`src/hw/rtl/arrl_pkg.sv`:
```
// ============================================================================
// Address range remap lookup: shared package
// Item types, command and status codes, the table record layout and the
// helper that builds a result item.
// ============================================================================
package arrl_pkg;

   localparam int TABLE_DEPTH_DEFAULT = 1024;

   // Command codes carried in the request item.
   localparam logic [1:0] CMD_CLEAR  = 2'd0;
   localparam logic [1:0] CMD_ADD    = 2'd1;
   localparam logic [1:0] CMD_LOOKUP = 2'd2;

   // Status codes carried in the result item.
   localparam logic [2:0] ST_HIT       = 3'd0;
   localparam logic [2:0] ST_MISS_NEXT = 3'd1;
   localparam logic [2:0] ST_MISS_NONE = 3'd2;
   localparam logic [2:0] ST_ADDED     = 3'd3;
   localparam logic [2:0] ST_REJECTED  = 3'd4;
   localparam logic [2:0] ST_CLEARED   = 3'd5;

   typedef struct packed {
      logic [1:0]  command;
      logic [31:0] address;
      logic [31:0] range_size;
      logic [31:0] source_start;
      logic [31:0] source_size;
   } arrl_req_type;

   typedef struct packed {
      logic [2:0]  status;
      logic [9:0]  entry_index;
      logic [31:0] found_new_start;
      logic [31:0] found_new_size;
      logic [31:0] found_old_start;
      logic [31:0] found_old_size;
   } arrl_rsp_type;

   // One table record as it is held in the record memory.
   typedef struct packed {
      logic [31:0] new_start;
      logic [31:0] new_size;
      logic [31:0] old_start;
      logic [31:0] old_size;
   } arrl_rec_type;

   localparam int REC_WIDTH = $bits(arrl_rec_type);

   // Flags from the shared range comparator.
   typedef struct packed {
      logic lt_base;
      logic ge_end;
   } arrl_cmp_type;

   function automatic arrl_rsp_type make_rsp(input logic [2:0]   status,
                                             input logic [31:0]  index,
                                             input arrl_rec_type rec);
      arrl_rsp_type r;
      r.status          = status;
      r.entry_index     = index[9:0];
      r.found_new_start = rec.new_start;
      r.found_new_size  = rec.new_size;
      r.found_old_start = rec.old_start;
      r.found_old_size  = rec.old_size;
      return r;
   endfunction

endpackage

```
`src/hw/rtl/arrl_cmp.sv`:
```
// ============================================================================
// Shared range comparator
// Compares a key against a 33-bit base and against base plus size, the
// range end being formed in 33 bits so that it never wraps.
// ============================================================================
module arrl_cmp (
   input  logic [31:0]           key,
   input  logic [32:0]           base,
   input  logic [31:0]           size,
   output arrl_pkg::arrl_cmp_type flags
);

   logic [32:0] key_wide;
   logic [32:0] range_end;

   assign key_wide      = {1'b0, key};
   assign range_end     = base + {1'b0, size};
   assign flags.lt_base = key_wide < base;
   assign flags.ge_end  = key_wide >= range_end;

endmodule

```
`config.mk`:
```
export PLATFORM = sky130hd
export DESIGN_NAME = arrl_cmp
export DESIGN_NICKNAME = d
export VERILOG_FILES = /design/src/hw/rtl/arrl_pkg.sv /design/src/hw/rtl/arrl_cmp.sv
export SDC_FILE = /design/constraint.sdc
export NUM_CORES = 1
export LEC_CHECK = 0
export BUFFER_PORTS_ARGS = -buffer_cell sky130_fd_sc_hd__buf_4
export CAP_MARGIN = 20
export CORE_MARGIN = 1.5
export CORE_UTILIZATION = 59
export DETAILED_ROUTE_END_ITERATION = 10
export GPL_ROUTABILITY_DRIVEN = 1
export PLACE_DENSITY = 0.91
export SLEW_MARGIN = 20
export SYNTH_ARGS = -nofsm -noshare
export SYNTH_HDL_FRONTEND = slang
export SYNTH_SLANG_ARGS = --single-unit
```
`constraint.sdc`:
```
create_clock -name vclk -period 8.3
set_input_delay 1.245 -clock vclk [all_inputs]
set_output_delay 1.245 -clock vclk [all_outputs]
set_load 0.03 [all_outputs]
```
# Word level (Yosys, flattened, before mapping)
# Cells that the tools add are included.
# Widths: inputs -> output; s select.
[classes]
addsub = 1
magnitude_cmp = 2
[op_table]
columns = ["op", "count"]
rows = [
  ["$add 33x32->33", 1],
  ["$ge 32x33->1", 1],
  ["$lt 32x33->1", 1],
]
[totals]
regBits = 0
in_bits = 97
output_inout_bits = 2

# Depth between registers and ports, before layout
[depth]
ltp_word = 2
ltp_mapped = 19
depth_no_buf = 19

# Worst setup path before layout
# Ideal clock, no wire load.
[synth_timing]
path_type = "input-to-output"
start = "input base[0]"
end = "output flags[0] in the netlist's numbering"
t_arrival_ns = 4.932
required_time_ns = 7.055
slack_ns = 2.123
cell_stages = 19
path_buffers = 0
path_cell_list = "ha_1 fa_1 a211oi_2 nor4_2 o31ai_4 o21bai_1 a221o_1 a21o_1 a21oi_2 xor2_1 ha_1 a21o_1 a21o_1 a211oi_1 o21ai_0 a221oi_1 o21ai_0 nand4_1 a21oi_1"
[synth_lines]
columns = ["element", "line_no", "source"]
rows = [
  ["start: declaration", "arrl_cmp.sv:8", "input logic [32:0] base,"],
  ["end: declaration", "arrl_cmp.sv:10", "output arrl_pkg::arrl_cmp_type flags"],
]

==> summary.txt <==
Final layout
  • Final core occ: 77.0%
  • FFs & Latches: 0
  • N_diodes: 0
  • Seq. cell area: 0 um2
  • # clk buffers: 0
  • Layout cell share with drive strength beyond 1: 21.8%
  • NumNets Final: 708
  • Area delta synth->final: 25.5%
  • Number of fill cells: 405

CTS
  • Post-cts resize count: 0
  • Post-CTS Hold Fix Bufs: 0
  • Number of setup buffers added after CTS: 0

Critical path
  • Slowest cell delay on critical path: 440 ps
  • Crit path cell chain: buf_4, ha_1, fa_1, a211oi_2, nor4_2, o31ai_4, o21bai_1, a221o_1, a21o_1, a21oi_2, xor2_1, ha_1, a21o_1, a21o_1, a211oi_1, o21ai_0, a221oi_1, o21ai_0, nand4_1, a21oi_1, buf_4
  • WP buf/inv: 2
  • CP required: 7050 ps
  • CP top delay family: compound AO/OA/AOI/OAI gates
  • CP max FO: 3
  • CP Data Arrival Time: 5410 ps
  • Type of origin of the critical path: primary input
  • Most frequent CP cell: a21o_1
  • Critical path class: primary input to output pin
  • Crit path max-delay cell type: fa_1
  • Crit end category: output pin

Placement
  • Port bufs: 99
  • DP HPWL: 7540 um
  • Routability Congestion: 0.877

Synthesis
  • Post-Synthesis Cell Area: 0.00313 mm2
  • Synth unique cells: 52
  • Post-Syn Instances: 420
  • Most area-consuming cells after synthesis: ha_1 38%, a21oi_1 7.3%, a21o_1 6.2%, xnor2_1 5.6%, inv_1 5.2%
  • Post-synth top area cell: ha_1
  • Syn nets: 613
  • Synth Warn #: 0
  • Synth Area per Inst: 7.46 um2
  • Post-synthesis sequential area ratio: 0%
  • Post-synth top area share: 37.9%

Global routing
  • Vias in the first global route: 3207
  • Gr usage total: 29.0%
  • Largest net degree at the start of global routing: 9
  • Grt total ovfl: 0
  • Initial antenna violation count: 0
  • First-pass GRT wire length: 13400 um

Pwr
  • Clk pwr share: 0%
  • Logic pwr share: 100.0%
  • Switching Fraction: 51.6%
  • LEAKAGE: 0.00210 uW
  • Pwr dens: 78.0 mW/mm2
  • Max IR drop VDD: 0.0401 mV
  • P_int: 149 uW
  • Total net switching power: 158 uW
  • Sequential share of power: 0%

Floorplan
  • I/O Pins: 99
  • Die W: 75.9 um
  • Die area: 0.00576 mm2
  • FP Rows: 26
  • Initial core utilization: 61.3%
  • Area of the core: 0.00511 mm2
  • Vert. Die Dim: 75.9 um

Route
  • Total number of vias: 3455
  • Vias per inst: 5.93
  • Starting DRT DRC Count: 142
  • Routed wire per std cell: 14.4 um
  • Post-detailed-route count of antenna-violating nets: 0
  • Residual DRC: 0
  • Pre-antenna DRT Iters: 4
  • Post-Route WL: 8390 um

Timing
  • Hold Fails Final Rpt: 0
  • Setup-failing EPs final: 0
  • Slew Limit Fails: 0
  • Minimum clock period: 6650 ps
  • FMAX: 150 MHz
  • Worst-Margin Slew: 580 ps
  • Tcrit/Tclk final: 80.2%
  • Sum Neg Setup Slack: 0 ps
  • Unrepaired setup endpoints after global routing: no
  • Worst slew margin: 60.4%

Run
  • Maxcap violations: 0

Worst hold path
  • Hold crit path type: primary input to output pin

Outcome
  • Status: finished clean
[cell usage in the layout, fill, tap and decap left out, drive strengths merged, types with 3 or more instances in the layout]
| master | count |
|---|---|
| a31oi | 5 |
| nand3 | 10 |
| o21ai | 26 |
| buf | 99 |
| a21o | 26 |
| nand4 | 16 |
| o31ai | 4 |
| inv | 43 |
| xnor2 | 20 |
| xor2 | 9 |
| a2111oi | 3 |
| nand2b | 5 |
| a21oi | 48 |
| nor2b | 5 |
| nor3 | 10 |
| or2 | 3 |
| a211oi | 5 |
| o211ai | 3 |
| o21bai | 5 |
| nand2 | 26 |
| nor2 | 18 |
| ha | 95 |
| or3 | 3 |
| a221oi | 3 |
[through the flow]
stage	cells	cell area, um2	hold slack [ps]	power [uW]	worst slack [ps]
3_5_place_dp	583	3930	2850	302	1660
5_1_grt	583	3930	2880	343	1400
3_3_place_gp	583	3930	2850	290	1750
4_1_cts	583	3930	2850	304	1660
6_report	583	3930	2850	307	1650
2_1_floorplan	420	3130	2740	209	2120
[cell usage after synthesis (3+ instances only)]
library cell	number
o211ai_1	3
nor2b_1	5
o21ai_0	22
or2_2	3
a221oi_1	3
nand3_1	10
nand2b_1	5
clkbuf_1	3
a21oi_1	46
a21o_1	26
nand2_1	26
a211oi_1	4
or3_1	3
nand4_1	16
o21ai_1	3
xnor2_1	20
o21bai_1	5
nor2_1	18
inv_1	43
xor2_1	9
a31oi_1	5
nor3_1	10
ha_1	95
[per-layer routing]
| layer | up-vias | global-route usage (%) | part of all wire [%] |
|---|---|---|---|
| li1 | 1755 | - | - |
| met1 | 1566 | 38.5 | 45 |
| met2 | 110 | 52.5 | 48 |
| met3 | 24 | 0.397 | 4.5 |
| met4 | 0 | 6.15 | 2.5 |
| met5 | - | 0 | 0 |
[cells by family after synthesis]
| logic type | after synthesis | share of synthesized area [%] |
|---|---|---|
| AND/OR/NAND/NOR | 106 | 17.4 |
| adder cells (fa/ha/maj) | 96 | 38.6 |
| buffers and inverters | 49 | 6.15 |
| multiplexers | 1 | 0.359 |
| XOR/XNOR | 29 | 8.11 |
| AO/OA/AOI/OAI | 139 | 29.4 |
[power by group through the flow]
stage | sequential [uW] | combinational [uW] | clock [uW]
2_1_floorplan | 0 | 209 | 0
3_3_place_gp | 0 | 290 | 0
3_5_place_dp | 0 | 302 | 0
4_1_cts | 0 | 304 | 0
5_1_grt | 0 | 343 | 0
6_report | 0 | 307 | 0
[path summary, 6_finish.rpt]
check,start,end,slack [ps],cells past startpoint
max,base[0],flags[0],1650,21
min,base[32],flags[1],2850,4
[layout make-up]
type	count	area (um2)	share of cell area, %
repair buffers	99	743	18.9
inverters	43	161	4.10
well taps	70	87.6	2.23
multi-input cells	371	2940	74.8
No activity file was read; power rests on OpenSTA's default activity.
